===== src/hw/rtl/assert_macros.svh =====
// Assertion macros shared by the encoding sniffer RTL.
// Self-contained; compiled out when SYNTHESIS is defined.
`ifndef ASSERT_MACROS_SVH
`define ASSERT_MACROS_SVH

`ifndef SYNTHESIS
// Clocked assertion that is disabled while the active-low reset is asserted.
`define JCS_ASSERT_RST(label, clk, rstn, prop) \
    label: assert property (@(posedge clk) disable iff (!rstn) prop) \
        else $error("assertion failed");
// Clocked assertion that is checked in every cycle, reset included.
`define JCS_ASSERT_ALWAYS(label, clk, prop) \
    label: assert property (@(posedge clk) prop) \
        else $error("assertion failed");
`else
`define JCS_ASSERT_RST(label, clk, rstn, prop)
`define JCS_ASSERT_ALWAYS(label, clk, prop)
`endif

`endif


===== src/hw/rtl/jcs_pkg.sv =====
// Package for the Japanese charset sniffer: types, codes and byte constants.
// Used by every module of the block; depends on nothing.
package jcs_pkg;

    // Default counter width and configuration reset value.
    localparam int COUNT_BITS_DEF = 8;
    localparam logic [7:0] DECIDE_LIMIT_RESET = 8'd20;

    // Detected encoding codes.
    localparam int ENC_W = 3;
    localparam logic [ENC_W-1:0] ENC_EUC     = 3'd0;
    localparam logic [ENC_W-1:0] ENC_JIS     = 3'd1;
    localparam logic [ENC_W-1:0] ENC_SJIS    = 3'd2;
    localparam logic [ENC_W-1:0] ENC_UTF8    = 3'd3;
    localparam logic [ENC_W-1:0] ENC_UTF8BOM = 3'd4;

    // Escape sequence tracking codes.
    localparam logic [1:0] ESC_NONE   = 2'd0;
    localparam logic [1:0] ESC_SEEN   = 2'd1;
    localparam logic [1:0] ESC_DOLLAR = 2'd2;

    // Byte values of interest.
    localparam logic [7:0] CHAR_ESC    = 8'h1b;
    localparam logic [7:0] CHAR_K      = 8'h4b;
    localparam logic [7:0] CHAR_DOLLAR = 8'h24;
    localparam logic [7:0] CHAR_B      = 8'h42;
    localparam logic [7:0] CHAR_AT     = 8'h40;
    localparam logic [7:0] EUC_SS2     = 8'h8e;
    localparam logic [1:0] BOM_LEN     = 2'd3;

    // One input beat.
    typedef struct packed {
        logic [7:0] data_byte;
        logic       end_of_data;
        logic       start_of_data;
    } jcs_item_t;

    // Outcome of processing one beat.
    typedef struct packed {
        logic             done;
        logic [ENC_W-1:0] encoding;
    } jcs_result_t;

    // Expected byte of the UTF-8 byte order mark at a given position.
    function automatic logic [7:0] bom_byte(input logic [1:0] idx);
        logic [7:0] b;
        case (idx)
            2'd0:    b = 8'hef;
            2'd1:    b = 8'hbb;
            2'd2:    b = 8'hbf;
            default: b = 8'h00;
        endcase
        return b;
    endfunction

endpackage


===== src/hw/rtl/jcs_in_reg.sv =====
// Input register of the charset sniffer: captures one beat from the input channel.
// Depends on jcs_pkg.
module jcs_in_reg
    import jcs_pkg::*;
(
    input  logic       aclk,
    input  logic       aresetn,
    input  logic       s_valid,
    output logic       s_ready,
    input  logic [7:0] s_data_byte,
    input  logic       s_end_of_data,
    input  logic       s_start_of_data,
    input  logic       advance,
    output logic       item_valid,
    output jcs_item_t  item
);

    logic      valid_reg;
    logic      valid_next;
    jcs_item_t item_reg;

    // The register takes a new beat when empty or when its beat moves on.
    assign s_ready    = !valid_reg || advance;
    assign valid_next = s_valid || (valid_reg && !advance);

    always_ff @(posedge aclk) begin
        if (!aresetn) begin
            valid_reg <= 1'b0;
        end else begin
            valid_reg <= valid_next;
        end
    end

    // Payload needs no reset.
    always_ff @(posedge aclk) begin
        if (s_valid && s_ready) begin
            item_reg <= '{data_byte: s_data_byte, end_of_data: s_end_of_data,
                          start_of_data: s_start_of_data};
        end
    end

    assign item_valid = valid_reg;
    assign item       = item_reg;

endmodule


===== src/hw/rtl/jcs_core.sv =====
// Detection core: tracker state registers and the single-pass update for one byte.
// Depends on jcs_pkg and assert_macros.svh.
`include "assert_macros.svh"

module jcs_core
    import jcs_pkg::*;
#(
    parameter int COUNT_BITS = COUNT_BITS_DEF
) (
    input  logic        aclk,
    input  logic        aresetn,
    input  logic        step,
    input  jcs_item_t   item,
    input  logic [7:0]  decide_limit,
    output jcs_result_t result
);

    localparam int CMP_W = COUNT_BITS + 8;

    logic [1:0]            bom_progress_reg, bom_progress_next;
    logic                  bom_failed_reg, bom_failed_next;
    logic [1:0]            escape_phase_reg, escape_phase_next;
    logic [7:0]            euc_lead_reg, euc_lead_next;
    logic                  sjis_lead_reg, sjis_lead_next;
    logic [1:0]            utf8_pending_reg, utf8_pending_next;
    logic [COUNT_BITS-1:0] euc_good_reg, euc_good_next;
    logic [COUNT_BITS-1:0] euc_bad_reg, euc_bad_next;
    logic [COUNT_BITS-1:0] sjis_good_reg, sjis_good_next;
    logic [COUNT_BITS-1:0] sjis_bad_reg, sjis_bad_next;
    logic [COUNT_BITS-1:0] utf8_good_reg, utf8_good_next;
    logic [COUNT_BITS-1:0] utf8_bad_reg, utf8_bad_next;
    logic                  decided_reg, decided_next;

    logic                  done;
    logic [ENC_W-1:0]      enc;
    logic                  track;
    logic [7:0]            c;
    logic [CMP_W-1:0]      limit_ext;

    // Saturating increment of a counter.
    function automatic logic [COUNT_BITS-1:0] sat_inc(input logic [COUNT_BITS-1:0] v);
        return (v != '1) ? v + 1'b1 : v;
    endfunction

    // Final pick from the sequence counts.
    function automatic logic [ENC_W-1:0] count_rule(
        input logic [COUNT_BITS-1:0] eg, input logic [COUNT_BITS-1:0] eb,
        input logic [COUNT_BITS-1:0] sg, input logic [COUNT_BITS-1:0] sb,
        input logic [COUNT_BITS-1:0] ug, input logic [COUNT_BITS-1:0] ub
    );
        logic [ENC_W-1:0] r;
        if (sg > eg && sg > ug && sb == '0 && ub != '0) begin
            r = ENC_SJIS;
        end else if (eg > sg && eg > ug && eb == '0) begin
            r = ENC_EUC;
        end else begin
            r = ENC_UTF8;
        end
        return r;
    endfunction

    assign c         = item.data_byte;
    assign limit_ext = {{COUNT_BITS{1'b0}}, decide_limit};

    // Single-pass update: clear on start, then either the end-of-stream decision or BOM, escape and tracker logic.
    always_comb begin
        bom_progress_next = item.start_of_data ? 2'd0 : bom_progress_reg;
        bom_failed_next   = item.start_of_data ? 1'b0 : bom_failed_reg;
        escape_phase_next = item.start_of_data ? ESC_NONE : escape_phase_reg;
        euc_lead_next     = item.start_of_data ? 8'd0 : euc_lead_reg;
        sjis_lead_next    = item.start_of_data ? 1'b0 : sjis_lead_reg;
        utf8_pending_next = item.start_of_data ? 2'd0 : utf8_pending_reg;
        euc_good_next     = item.start_of_data ? '0 : euc_good_reg;
        euc_bad_next      = item.start_of_data ? '0 : euc_bad_reg;
        sjis_good_next    = item.start_of_data ? '0 : sjis_good_reg;
        sjis_bad_next     = item.start_of_data ? '0 : sjis_bad_reg;
        utf8_good_next    = item.start_of_data ? '0 : utf8_good_reg;
        utf8_bad_next     = item.start_of_data ? '0 : utf8_bad_reg;
        decided_next      = item.start_of_data ? 1'b0 : decided_reg;
        done  = 1'b0;
        enc   = ENC_UTF8;
        track = 1'b0;

        if (!decided_next) begin
            if (item.end_of_data) begin
                // End of stream: drop any pending escape and decide on the counts.
                escape_phase_next = ESC_NONE;
                enc  = count_rule(euc_good_next, euc_bad_next, sjis_good_next,
                                  sjis_bad_next, utf8_good_next, utf8_bad_next);
                done = 1'b1;
            end else begin
                // Byte order mark at the very start of the stream.
                if (!bom_failed_next) begin
                    if (bom_progress_next != BOM_LEN && c == bom_byte(bom_progress_next)) begin
                        bom_progress_next = bom_progress_next + 2'd1;
                        if (bom_progress_next == BOM_LEN) begin
                            enc  = ENC_UTF8BOM;
                            done = 1'b1;
                        end
                    end else begin
                        bom_failed_next = 1'b1;
                    end
                end

                // Escape sequences that announce ISO-2022-JP.
                if (!done) begin
                    case (escape_phase_next)
                        ESC_SEEN: begin
                            escape_phase_next = ESC_NONE;
                            if (c == CHAR_K) begin
                                enc  = ENC_JIS;
                                done = 1'b1;
                            end else if (c == CHAR_DOLLAR) begin
                                escape_phase_next = ESC_DOLLAR;
                            end else begin
                                track = 1'b1;
                            end
                        end
                        ESC_DOLLAR: begin
                            escape_phase_next = ESC_NONE;
                            if (c == CHAR_B || c == CHAR_AT) begin
                                enc  = ENC_JIS;
                                done = 1'b1;
                            end else begin
                                track = 1'b1;
                            end
                        end
                        default: begin
                            if (c == CHAR_ESC) begin
                                escape_phase_next = ESC_SEEN;
                            end else begin
                                track = 1'b1;
                            end
                        end
                    endcase
                end

                if (track) begin
                    // EUC-JP lead and trail.
                    if (euc_lead_next != 8'd0) begin
                        if ((c >= 8'ha1 && c <= 8'hfe) ||
                            (euc_lead_next == EUC_SS2 && c >= 8'ha0 && c <= 8'hdf)) begin
                            euc_good_next = sat_inc(euc_good_next);
                        end else begin
                            euc_bad_next = sat_inc(euc_bad_next);
                        end
                        euc_lead_next = 8'd0;
                    end else if ((c >= 8'ha1 && c <= 8'hfe) || c == EUC_SS2) begin
                        euc_lead_next = c;
                    end

                    // Shift-JIS lead and trail.
                    if (sjis_lead_next) begin
                        if (c >= 8'h40 && c <= 8'hfc) begin
                            sjis_good_next = sat_inc(sjis_good_next);
                        end else begin
                            sjis_bad_next = sat_inc(sjis_bad_next);
                        end
                        sjis_lead_next = 1'b0;
                    end else if ((c >= 8'h81 && c <= 8'h9f) || (c >= 8'he0 && c <= 8'hfc)) begin
                        sjis_lead_next = 1'b1;
                    end

                    // UTF-8 lead and continuation bytes.
                    if (utf8_pending_next != 2'd0) begin
                        if (c[7:6] == 2'b10) begin
                            utf8_pending_next = utf8_pending_next - 2'd1;
                            if (utf8_pending_next == 2'd0) begin
                                utf8_good_next = sat_inc(utf8_good_next);
                            end
                        end else begin
                            utf8_pending_next = 2'd0;
                            utf8_bad_next     = sat_inc(utf8_bad_next);
                        end
                    end else if (c[7:5] == 3'b110) begin
                        utf8_pending_next = 2'd1;
                    end else if (c[7:4] == 4'he) begin
                        utf8_pending_next = 2'd2;
                    end else if (c[7:4] == 4'hf) begin
                        utf8_pending_next = 2'd3;
                    end else if (c[7]) begin
                        utf8_bad_next = sat_inc(utf8_bad_next);
                    end

                    // Early decision once the EUC-JP or Shift-JIS valid count passes the limit.
                    if ({8'd0, euc_good_next} > limit_ext ||
                        {8'd0, sjis_good_next} > limit_ext) begin
                        enc  = count_rule(euc_good_next, euc_bad_next, sjis_good_next,
                                          sjis_bad_next, utf8_good_next, utf8_bad_next);
                        done = 1'b1;
                    end
                end
            end
            decided_next = done;
        end
    end

    // State registers, updated once per processed beat.
    always_ff @(posedge aclk) begin
        if (!aresetn) begin
            bom_progress_reg <= 2'd0;
            bom_failed_reg   <= 1'b0;
            escape_phase_reg <= ESC_NONE;
            euc_lead_reg     <= 8'd0;
            sjis_lead_reg    <= 1'b0;
            utf8_pending_reg <= 2'd0;
            euc_good_reg     <= '0;
            euc_bad_reg      <= '0;
            sjis_good_reg    <= '0;
            sjis_bad_reg     <= '0;
            utf8_good_reg    <= '0;
            utf8_bad_reg     <= '0;
            decided_reg      <= 1'b0;
        end else if (step) begin
            bom_progress_reg <= bom_progress_next;
            bom_failed_reg   <= bom_failed_next;
            escape_phase_reg <= escape_phase_next;
            euc_lead_reg     <= euc_lead_next;
            sjis_lead_reg    <= sjis_lead_next;
            utf8_pending_reg <= utf8_pending_next;
            euc_good_reg     <= euc_good_next;
            euc_bad_reg      <= euc_bad_next;
            sjis_good_reg    <= sjis_good_next;
            sjis_bad_reg     <= sjis_bad_next;
            utf8_good_reg    <= utf8_good_next;
            utf8_bad_reg     <= utf8_bad_next;
            decided_reg      <= decided_next;
        end
    end

    assign result = '{done: done, encoding: enc};

    // Once decided, nothing more comes out until a new stream starts.
    `JCS_ASSERT_RST(a_silent_after_decision, aclk, aresetn,
        (decided_reg && !item.start_of_data) |-> !done)
    // A beat that gives a result leaves the decision flag set.
    `JCS_ASSERT_RST(a_decision_latched, aclk, aresetn, (step && done) |=> decided_reg)
    // A complete byte order mark always ends detection.
    `JCS_ASSERT_RST(a_bom_decides, aclk, aresetn, (bom_progress_reg == BOM_LEN) |-> decided_reg)

endmodule


===== src/hw/rtl/japanese_charset_sniffer_top.sv =====
// A byte passes the input register and the core update into the result register.
// Throughput: one byte per cycle while no result waits on m_ready; the per-byte
// update is one pass between two registers. The input and result registers let a new
// byte enter while a result waits. Reset (aresetn, synchronous, active low) clears
// all detection state and sets decide_limit to 20; no clearing pass is needed.
// Top level of the charset sniffer; depends on jcs_pkg, jcs_in_reg, jcs_core.
`include "assert_macros.svh"

module japanese_charset_sniffer_top
    import jcs_pkg::*;
#(
    parameter int COUNT_BITS = COUNT_BITS_DEF
) (
    input  logic             aclk,
    input  logic             aresetn,
    input  logic             cfg_valid,
    output logic             cfg_ready,
    input  logic [7:0]       cfg_data,
    input  logic             s_valid,
    output logic             s_ready,
    input  logic [7:0]       s_data_byte,
    input  logic             s_end_of_data,
    input  logic             s_start_of_data,
    output logic             m_valid,
    input  logic             m_ready,
    output logic [ENC_W-1:0] m_detected_encoding
);

    logic             in_valid;
    jcs_item_t        item;
    jcs_result_t      result;
    logic             advance;
    logic [7:0]       decide_limit_reg;
    logic             m_valid_reg, m_valid_next;
    logic [ENC_W-1:0] enc_reg;

    // Configuration register, always ready.
    assign cfg_ready = 1'b1;

    always_ff @(posedge aclk) begin
        if (!aresetn) begin
            decide_limit_reg <= DECIDE_LIMIT_RESET;
        end else if (cfg_valid && cfg_ready) begin
            decide_limit_reg <= cfg_data;
        end
    end

    jcs_in_reg u_in_reg (
        .aclk            (aclk),
        .aresetn         (aresetn),
        .s_valid         (s_valid),
        .s_ready         (s_ready),
        .s_data_byte     (s_data_byte),
        .s_end_of_data   (s_end_of_data),
        .s_start_of_data (s_start_of_data),
        .advance         (advance),
        .item_valid      (in_valid),
        .item            (item)
    );

    // A held beat is processed when the result register is free or being emptied.
    assign advance = in_valid && (!m_valid_reg || m_ready);

    jcs_core #(
        .COUNT_BITS (COUNT_BITS)
    ) u_core (
        .aclk         (aclk),
        .aresetn      (aresetn),
        .step         (advance),
        .item         (item),
        .decide_limit (decide_limit_reg),
        .result       (result)
    );

    // Result register.
    assign m_valid_next = (advance && result.done) || (m_valid_reg && !m_ready);

    always_ff @(posedge aclk) begin
        if (!aresetn) begin
            m_valid_reg <= 1'b0;
        end else begin
            m_valid_reg <= m_valid_next;
        end
    end

    always_ff @(posedge aclk) begin
        if (advance && result.done) begin
            enc_reg <= result.encoding;
        end
    end

    assign m_valid             = m_valid_reg;
    assign m_detected_encoding = enc_reg;

    // The input side only stalls while a beat is held.
    `JCS_ASSERT_RST(a_stall_needs_beat, aclk, aresetn, !s_ready |-> in_valid)
    // Every decision reaches the result register.
    `JCS_ASSERT_RST(a_result_loaded, aclk, aresetn, (advance && result.done) |=> m_valid)
    // Only defined encoding codes are presented.
    `JCS_ASSERT_RST(a_enc_range, aclk, aresetn,
        m_valid |-> (m_detected_encoding <= ENC_UTF8BOM))

endmodule

===== config.mk =====
export PLATFORM = sky130hd
export DESIGN_NAME = japanese_charset_sniffer_top
export DESIGN_NICKNAME = d
export VERILOG_FILES = /design/src/hw/rtl/jcs_pkg.sv /design/src/hw/rtl/jcs_in_reg.sv /design/src/hw/rtl/jcs_core.sv /design/src/hw/rtl/japanese_charset_sniffer_top.sv
export VERILOG_INCLUDE_DIRS = /design/src /design/src/hw/rtl
export SDC_FILE = /design/constraint.sdc
export NUM_CORES = 1
export LEC_CHECK = 0
export ABC_CLOCK_PERIOD_IN_PS = 6750
export BUFFER_PORTS_ARGS = -buffer_cell sky130_fd_sc_hd__buf_4
export CORE_MARGIN = 1.5
export CORE_UTILIZATION = 46
export DETAILED_ROUTE_END_ITERATION = 8
export PLACE_DENSITY = 0.62
export SLEW_MARGIN = 20
export SYNTH_ARGS = -nofsm -noshare
export SYNTH_HDL_FRONTEND = slang
export SYNTH_HIERARCHICAL = 1
export SYNTH_SLANG_ARGS = --single-unit

===== constraint.sdc =====
create_clock -name aclk -period 6.75 [get_ports aclk]
set_clock_uncertainty 0.15 [all_clocks]
set_input_delay 0.675 -clock aclk [delete_from_list [all_inputs] [get_ports aclk]]
set_output_delay 0.675 -clock aclk [all_outputs]
set_load 0.05 [all_outputs]

==> results.json, run 1 <==
{
  "layout-drive-gt1-share_pct": 7.90,
  "antenna_cells": 0,
  "slew_violations": 0,
  "clock.fmax_mhz": 182,
  "rows": 46,
  "drv_cap": 0,
  "worstMarginPinSlew_ns": 0.776,
  "hold_viol": 0,
  "gr-total-overflow": 0,
  "cts_tree": "done",
  "p_leak_nw": 3.13,
  "viasPerCell": 5.87,
  "finalSetupViolCount": 0,
  "period_share_pct": 81.4,
  "die_w_um": 130,
  "fp.dieH_um": 130,
  "area_growth_pct": 7.81,
  "synth_top_cell_area_share_pct": 20.4,
  "seq_area_frac_synth_pct": 25.7,
  "wire_per_inst_um": 17.6,
  "ir_drop_v": 0.000122,
  "hold_ws_ns": 0.318,
  "ys_top_cells_by_count": "nand2_1, ha_1, dfxtp_1",
  "ys_warn_count": 6,
  "dp_hpwl_um": 15300,
  "yosysMostFrequentCell": "nand2_1",
  "start_kind": "flop",
  "remaining_drc_errors": 0,
  "final_cells": 1153,
  "track_usage_pct": 25.6,
  "post-synth-top-area-cell": "dfxtp_1",
  "avgSynthCellArea_um2": 7.88,
  "powerDensity_nw_per_um2": 152,
  "core_area_um2": 15800,
  "synth_ff_type": "dfxtp_1",
  "period_needed_ns": 5.50,
  "crit_fanout": 23,
  "crit_arrival_ns": 5.42,
  "fin_util_pct": 50.4,
  "status": "finished clean",
  "htree_levels": 3,
  "antenna_left": 0,
  "grt_first_pass_wirelength_um": 33500,
  "yosys-top-cells-area": "dfxtp_1, ha_1, edfxtp_1",
  "cts-root-buf": "clkbuf_16",
  "largest_register_ffs": 10,
  "endpoint_kind": "flop",
  "criticalPathCategory": "flop to flop",
  "hold_class": "flop to flop",
  "async_flop_share_pct": 0,
  "dieArea_um2": 16800,
  "ys_ff_latch": 88,
  "power_mw": 1.21,
  "nets": 1033,
  "vias": 6772,
  "drt-total-wl_um": 20300,
  "gp_congestion": 0.921,
  "wl_met1_um": 9680,
  "cts_buffers": 9,
  "synth_cell_type_count": 75,
  "portBuffers": 27,
  "relSlewSlack_pct": 48.1,
  "post-place-cells": 1137,
  "synthCells": 935,
  "clock_sinks": 88,
  "placed_area_um2": 7670,
  "first_pass_iters": 5,
  "antenna_found_initial": 0,
  "pre_cts_slack_ns": 1.30,
  "wl_met3_um": 1200,
  "post-cts-setup-buffers": 0,
  "dr.max_layer_used": "met4",
  "wl_met2_um": 9060,
  "grt_max_degree": 53,
  "start_util_pct": 46.7,
  "synth_edf_count": 13,
  "rsz0062_at_grt": "false",
  "setup_tns_ns": 0,
  "clk_path_buf_depth": 2,
  "worstSkewPairLatency_ns": 0.35,
  "fin_area_um2": 7940,
  "cts_hold_buf": 0,
  "postLayoutSetupSlackWorst_ns": 1.25,
  "grt_pass1_vias": 6274,
  "crit_required_ns": 6.68,
  "clk_pin_slew_ns": 0.07,
  "cts_resized": 0,
  "ios": 29,
  "syn-cell-area_um2": 7370,
  "syn_nets": 1036,
  "drtIter0Drc": 573
}
## area by class of cell
cell class,instances,area (um2)
fillers,1555,7830
clock inverters,6,43.8
inverters,54,203
clock buffers,10,229
flip-flops and latches,88,1890
repair buffers,33,248
well taps,216,270
multi-input cells,746,5060
## report_power, final
group	internal [mW]	total, mW	switching [mW]
Combinational	0.0597	0.159	0.0993
Clock	0.252	0.484	0.233
Sequential	0.545	0.564	0.0190
Total	0.856	1.21	0.351
## cell usage in the layout, fill, tap and decap left out, drive strengths merged, types with 11 or more instances in the layout
cell type,synthesis,layout
a21o,11,11
a21oi,49,49
a22o,11,11
a31oi,13,13
and2,18,18
and3,15,15
buf,14,33
dfxtp,75,75
edfxtp,13,13
ha,78,78
inv,54,56
mux2i,17,17
nand2,89,89
nand2b,37,37
nand3,26,26
nand4,22,22
nor2,63,63
nor2b,50,50
nor3,26,26
nor4,13,13
o21ai,53,53
xnor2,22,22
xor2,11,11
## final timing paths
| check | startpoint | endpoint | slack, ns | depth (start not counted) |
|---|---|---|---|---|
| max | u_in_reg/item[0]$_DFFE_PP_ | m_detected_encoding[0]$_DFFE_PP_ | 1.25 | 16 |
| min | u_core/sjis_good_reg[4]$_SDFFE_PN0P_ | u_core/sjis_good_reg[4]$_SDFFE_PN0P_ | 0.32 | 2 |
| max reg2reg | u_in_reg/item[0]$_DFFE_PP_ | m_detected_encoding[0]$_DFFE_PP_ | 1.25 | 16 |
| min reg2reg | u_core/sjis_good_reg[4]$_SDFFE_PN0P_ | u_core/sjis_good_reg[4]$_SDFFE_PN0P_ | 0.32 | 2 |
## routing by layer
layer / up-vias / track usage (%)
li1: 3361 / -
met1: 3161 / 37.0
met2: 220 / 39.8
met3: 30 / 3.01
met4: 0 / 7.65
met5: - / 0
## cell families (layout without fill, tap and decap cells)
family,after synthesis,after routing,synth area share [%]
multiplexers,22,22,3.07
flip-flops,88,88,25.7
adder cells (fa/ha/maj),78,78,13.2
XOR/XNOR,33,33,3.92
AO/OA/AOI/OAI,212,212,19.1
buffers and inverters,101,103,5.67
other,1,1,0.0509
AND/OR/NAND/NOR,400,400,29.2
## worst max-delay path, cell delays in order, from the launching register on
cell and delay [ns]:
edfxtp_1 0.70, nor2b_1 0.45, inv_1 0.11, ha_1 0.34, nand3b_1 0.36, nor4_1 0.46, nand4b_1 0.17, xor2_1 0.17
nor2_1 0.33, ha_1 0.25, nor2_1 0.06, a221oi_1 0.23, o21ai_0 0.13, a2111oi_0 0.42, o311ai_0 0.27, o41ai_2 0.45
o2111ai_1 0.16
Note: power is estimated with default switching activity, not from simulation.
==> run 2: changes to the inputs <==
- ABC_CLOCK_PERIOD_IN_PS: 6750 -> 4700
- PLACE_DENSITY: 0.62 -> 0.65
- clock period: 6.75 -> 4.7 ns (I/O delays scaled with it)
==> results.json, run 2 (synthesis results as in run 1) <==
{
  "r2r_start": "u_in_reg/item[0]$_DFFE_PP_",
  "r2r_slack_ns": 0.22,
  "relSlewSlack_pct": 45.3,
  "crit_required_ns": 4.60,
  "period_needed_ns": 4.48,
  "ios": 29,
  "grt_pass1_vias": 6218,
  "gr-total-overflow": 0,
  "core_area_um2": 15800,
  "clk_path_buf_depth": 2,
  "final_common_cell": "nand2_1",
  "finalSetupViolCount": 0,
  "htree_levels": 3,
  "largest_register_ffs": 10,
  "ir_drop_v": 0.000161,
  "worstMarginPinSlew_ns": 0.818,
  "fillerInstances": 1543,
  "p_leak_nw": 3.38,
  "setup_tns_ns": 0,
  "final_cells": 1189,
  "clk_pin_slew_ns": 0.07,
  "viasPerCell": 5.86,
  "hold_path_startpoint": "s_data_byte[5]",
  "fp.dieH_um": 130,
  "cp-startpoint": "u_in_reg/item[0]$_DFFE_PP_",
  "area_growth_pct": 14.2,
  "pre_cts_slack_ns": -0.153,
  "start_kind": "flop",
  "grt_max_degree": 53,
  "antenna_found_initial": 0,
  "cts-root-buf": "clkbuf_16",
  "gp_congestion": 0.972,
  "antenna_cells": 0,
  "slew_violations": 0,
  "rows": 46,
  "hold_viol": 0,
  "antenna_left": 0,
  "wire_per_inst_um": 17.4,
  "endpoint_kind": "flop",
  "cts_tree": "done",
  "hold_class": "input pin to flop",
  "worstSkewPairLatency_ns": 0.35,
  "nets": 1069,
  "drtIter0Drc": 566,
  "status": "finished clean",
  "dp_hpwl_um": 15400,
  "portBuffers": 27,
  "vias": 6967,
  "postLayoutSetupSlackWorst_ns": 0.223,
  "drv_cap": 0,
  "power_mw": 1.77,
  "start_util_pct": 46.7,
  "cts_hold_buf": 0,
  "dieArea_um2": 16800,
  "first_pass_iters": 7,
  "remaining_drc_errors": 0,
  "period_share_pct": 95.3,
  "worstSetupEndpoint": "m_detected_encoding[0]$_DFFE_PP_",
  "fin_util_pct": 53.3,
  "clock.fmax_mhz": 223,
  "layout-drive-gt1-share_pct": 13.7,
  "grt_first_pass_wirelength_um": 32700,
  "die_w_um": 130,
  "powerDensity_nw_per_um2": 211,
  "criticalPathCategory": "flop to flop",
  "track_usage_pct": 25.0,
  "worstReg2RegEnd": "m_detected_encoding[0]$_DFFE_PP_",
  "r2r_cells": 22,
  "clock_sinks": 88,
  "layout_common_cells": "nand2_1, ha_1, dfxtp_1",
  "crit_fanout": 23,
  "drt-total-wl_um": 20700,
  "crit_arrival_ns": 4.38,
  "cts_buffers": 9,
  "post-place-cells": 1170
}
## run 2: worst min path at each step
stage	endpoint	slack [ns]	cells past startpoint
global route	u_in_reg/item[7]$_DFFE_PP_	0.13	1
finish	u_in_reg/item[7]$_DFFE_PP_	0.14	1
CTS	u_in_reg/item[1]$_DFFE_PP_	0.13	1
floorplan	u_core/euc_good_reg[4]$_SDFFE_PN0P_	0.28	2
detailed placement	u_core/euc_good_reg[4]$_SDFFE_PN0P_	0.30	2
global placement	u_core/euc_good_reg[4]$_SDFFE_PN0P_	0.30	2
## run 2: layout make-up
type	count	area [um2]	area share [%]
inverters	54	203	2.41
well taps	216	270	3.21
flip-flops and latches	88	1890	22.5
clock buffers	9	225	2.68
repair buffers	69	573	6.81
multi-input cells	746	5180	61.7
clock inverters	7	61.3	0.729
## run 2: report_power, final
group          internal, mW  switching (mW)  leakage [nW]
combinational         0.106           0.163          2.52
sequential            0.782          0.0153         0.730
clock                 0.369           0.339         0.135
## run 2: layer usage
layer | vias to the layer above | global-route usage [%] | wire (um)
met5 | - | 0 | 0
met4 | 0 | 7.71 | 448
met3 | 35 | 3.22 | 1310
met2 | 239 | 38.4 | 9110
met1 | 3254 | 36.4 | 9840
li1 | 3439 | - | -
## run 2: stage by stage
step	cell area [um2]	hold slack (ns)
after global routing	8410	0.131
after detailed placement	8000	0.301
after floorplan	7450	0.276
after CTS	8300	0.135
after global placement	8000	0.298
final	8410	0.142
## run 2: what timing repair did
action,CTS,global route
endpoints found under the hold margin,0,0
cloned,0,1
setup buffers,0,2
resized for setup,4,14
setup endpoints to repair,5,6
pin swaps,0,1
## run 2: worst max-delay path, stage by stage, from the launching register on
cell and delay (ns):
edfxtp_1 0.41, buf_12 0.19, nand2b_1 0.14, inv_1 0.05, ha_1 0.21, and4b_1 0.20
and3_1 0.21, nand3_1 0.14, nand2_1 0.15, nor2_4 0.16, nor2_1 0.07, a21oi_2 0.22
inv_1 0.12, ha_1 0.30, nor2b_1 0.14, o21a_1 0.12, o211ai_1 0.08, a211o_1 0.31
a211oi_2 0.25, nor2_1 0.12, a21oi_1 0.16, nand2_1 0.12, nor2b_4 0.17
==> run 3: changes to the inputs <==
- SYNTH_HIERARCHICAL: 1 -> default
==> results.json, run 3 <==
{
  "largest_register_ffs": 10,
  "cts_tree": "done",
  "cp_num_cells": 16,
  "drtIter0Drc": 481,
  "min_path_cells": 1,
  "gr-total-overflow": 0,
  "period_share_pct": 96.1,
  "ir_drop_v": 0.000336,
  "slew_violations": 0,
  "gp_congestion": 0.916,
  "power_frac_comb_pct": 12.3,
  "die_w_um": 127,
  "remaining_drc_errors": 0,
  "powerDensity_nw_per_um2": 218,
  "layout-drive-gt1-share_pct": 12.9,
  "cpPeakStageDelay_ns": 0.59,
  "fin_area_um2": 8150,
  "nets": 1045,
  "final_common_cell": "nor2_1",
  "async_flop_share_pct": 0,
  "ios": 29,
  "grt_pass1_vias": 6326,
  "ys_ff_latch": 88,
  "dieArea_um2": 16100,
  "viasPerCell": 5.96,
  "finalSetupViolCount": 0,
  "synth_edf_count": 13,
  "post-synth-top-area-cell": "dfxtp_1",
  "cts-root-buf": "clkbuf_16",
  "yosysMostFrequentCell": "nor2_1",
  "start_util_pct": 46.8,
  "avgSynthCellArea_um2": 7.90,
  "cts_buffers": 9,
  "first_pass_iters": 5,
  "final_cells": 1138,
  "rows": 45,
  "drt-total-wl_um": 20600,
  "crit_buf_inv": 1,
  "grt_first_pass_wirelength_um": 33300,
  "critical-path-slowest-cell": "or4_4",
  "placed_area_um2": 7780,
  "wire_per_inst_um": 18.1,
  "yosys-top-cells-area": "dfxtp_1, ha_1, edfxtp_1",
  "clock.fmax_mhz": 221,
  "ys_warn_count": 0,
  "clk_path_buf_depth": 2,
  "drv_cap": 0,
  "synthCells": 893,
  "crit_fanout": 4,
  "pwr-share-clk_pct": 43.1,
  "layout_common_cells": "nor2_1, ha_1, buf_4",
  "power.internal_mw": 1.25,
  "p_leak_nw": 3.38,
  "pre_cts_slack_ns": 0.155,
  "post-place-cells": 1121,
  "dp_hpwl_um": 15300,
  "hold_class": "input pin to flop",
  "period_needed_ns": 4.52,
  "multi_input_area_um2": 4920,
  "area_growth_pct": 15.5,
  "switching_share_pct": 30.0,
  "fillerInstances": 1460,
  "worstMarginPinSlew_ns": 0.846,
  "synth_cell_type_count": 73,
  "syn-cell-area_um2": 7060,
  "postLayoutSetupSlackWorst_ns": 0.183,
  "antenna_cells": 0,
  "criticalPathCategory": "flop to flop",
  "syn_nets": 993,
  "htree_levels": 3,
  "fp.dieH_um": 127,
  "clock_sinks": 88,
  "power_switching_mw": 0.535,
  "crit_arrival_ns": 4.64,
  "synth_top_cell_area_share_pct": 21.3,
  "ys_top_cells_by_count": "nor2_1, ha_1, nand2_1",
  "antenna_found_initial": 0,
  "start_kind": "flop",
  "worstSkewPairLatency_ns": 0.37,
  "vias": 6782,
  "hold_viol": 0,
  "pwr-share-seq_pct": 44.6,
  "path_delay_family": "simple AND/OR/NAND/NOR gates",
  "rsz0062_at_grt": "true",
  "r2r_cells": 16,
  "relSlewSlack_pct": 43.6,
  "antenna_left": 0,
  "track_usage_pct": 26.5,
  "seq_area_frac_synth_pct": 26.8,
  "endpoint_kind": "flop",
  "core_area_um2": 15100,
  "ff_latch_area_um2": 1890,
  "crit_required_ns": 4.82,
  "portBuffers": 27,
  "status": "finished clean",
  "synth_ff_type": "dfxtp_1",
  "path_cells": "or4_4 -> or4_4 -> a211oi_4 -> and2_1 -> xnor2_1 -> nor2_1 -> ha_1 -> a21o_1 -> a21o_1 -> a211o_1 -> and3_1 -> nor4_2 -> o211a_1 -> a21oi_1 -> buf_4 -> o21a_1",
  "setup_tns_ns": 0,
  "grt_max_degree": 46,
  "clk_pin_slew_ns": 0.08
}
## run 3: cell count changes in the layout (fill, tap and decap cells not counted), moves of 9 or more
cell,change
nor2b_1,+14
inv_1,-9
nand2b_1,-21
a22oi_1,+23
nand2_1,-10
buf_4,+12
nor2_1,+27
## run 3: per-layer routing
metal  share of wire, %  track usage (%)  vias up
met5                  0                0        -
met4                3.3             11.6        0
met3                6.5             6.28       48
met2                 46             43.1      239
met1                 44             33.5     3144
li1                   -                -     3351
## run 3: area by class of cell
class                           instances  share of cell area (%)
Multi-Input combinational cell        719                    60.4
Sequential cell                        88                    23.2
Clock inverter                          7                    1.03
Clock buffer                            9                    2.76
Inverter                               48                    2.21
Tap cell                              188                    2.89
Timing Repair Buffer                   79                    7.48
## run 3: power groups by stage
stage	clock (mW)	combinational (mW)	sequential (mW)
2_1_floorplan	0	0.133	0.809
3_3_place_gp	0	0.215	0.811
3_5_place_dp	0	0.216	0.811
6_report	0.768	0.220	0.793
4_1_cts	0.781	0.217	0.793
5_1_grt	0.811	0.240	0.795
## run 3: what timing repair did
item | in CTS | in global routing
buffers inserted | 0 | 1
endpoints found under the setup margin | 0 | 6
hold buffers | 0 | 0
resized for setup | 0 | 10
## run 3: cells by family (layout without fill, tap and decap cells)
group,count (synthesis),in the layout,share of synthesized area (%)
AOI/OAI and AO/OA,211,211,20.2
xor gates and xnor gates,31,31,3.85
adders and majority gates,79,79,14.0
buffers and inverters,86,143,4.63
DFF,88,88,26.8
muxes,14,14,2.02
other,1,1,0.0531
and+or+nand+nor,383,383,28.5
## run 3: worst paths after layout
check / slack [ns] / to / start
worst min register to register: 0.33 / u_core.euc_lead_reg[0]$_SDFFE_PN0P_ / u_core.euc_lead_reg[0]$_SDFFE_PN0P_
worst min-delay path: 0.12 / u_in_reg.item[7]$_DFFE_PP_ / s_data_byte[5]
worst max-delay path: 0.18 / m_valid$_SDFF_PN0_ / u_core.euc_lead_reg[0]$_SDFFE_PN0P_
worst max register to register: 0.18 / m_valid$_SDFF_PN0_ / u_core.euc_lead_reg[0]$_SDFFE_PN0P_
## run 3: stage by stage
step	utilization, %	power [mW]	hold slack, ns
after floorplan	-	0.942	0.291
after CTS	53.6	1.79	0.116
after global routing	54.0	1.85	0.105
final	54.0	1.78	0.123
after global placement	51.6	1.03	0.312
after detailed placement	51.6	1.03	0.312
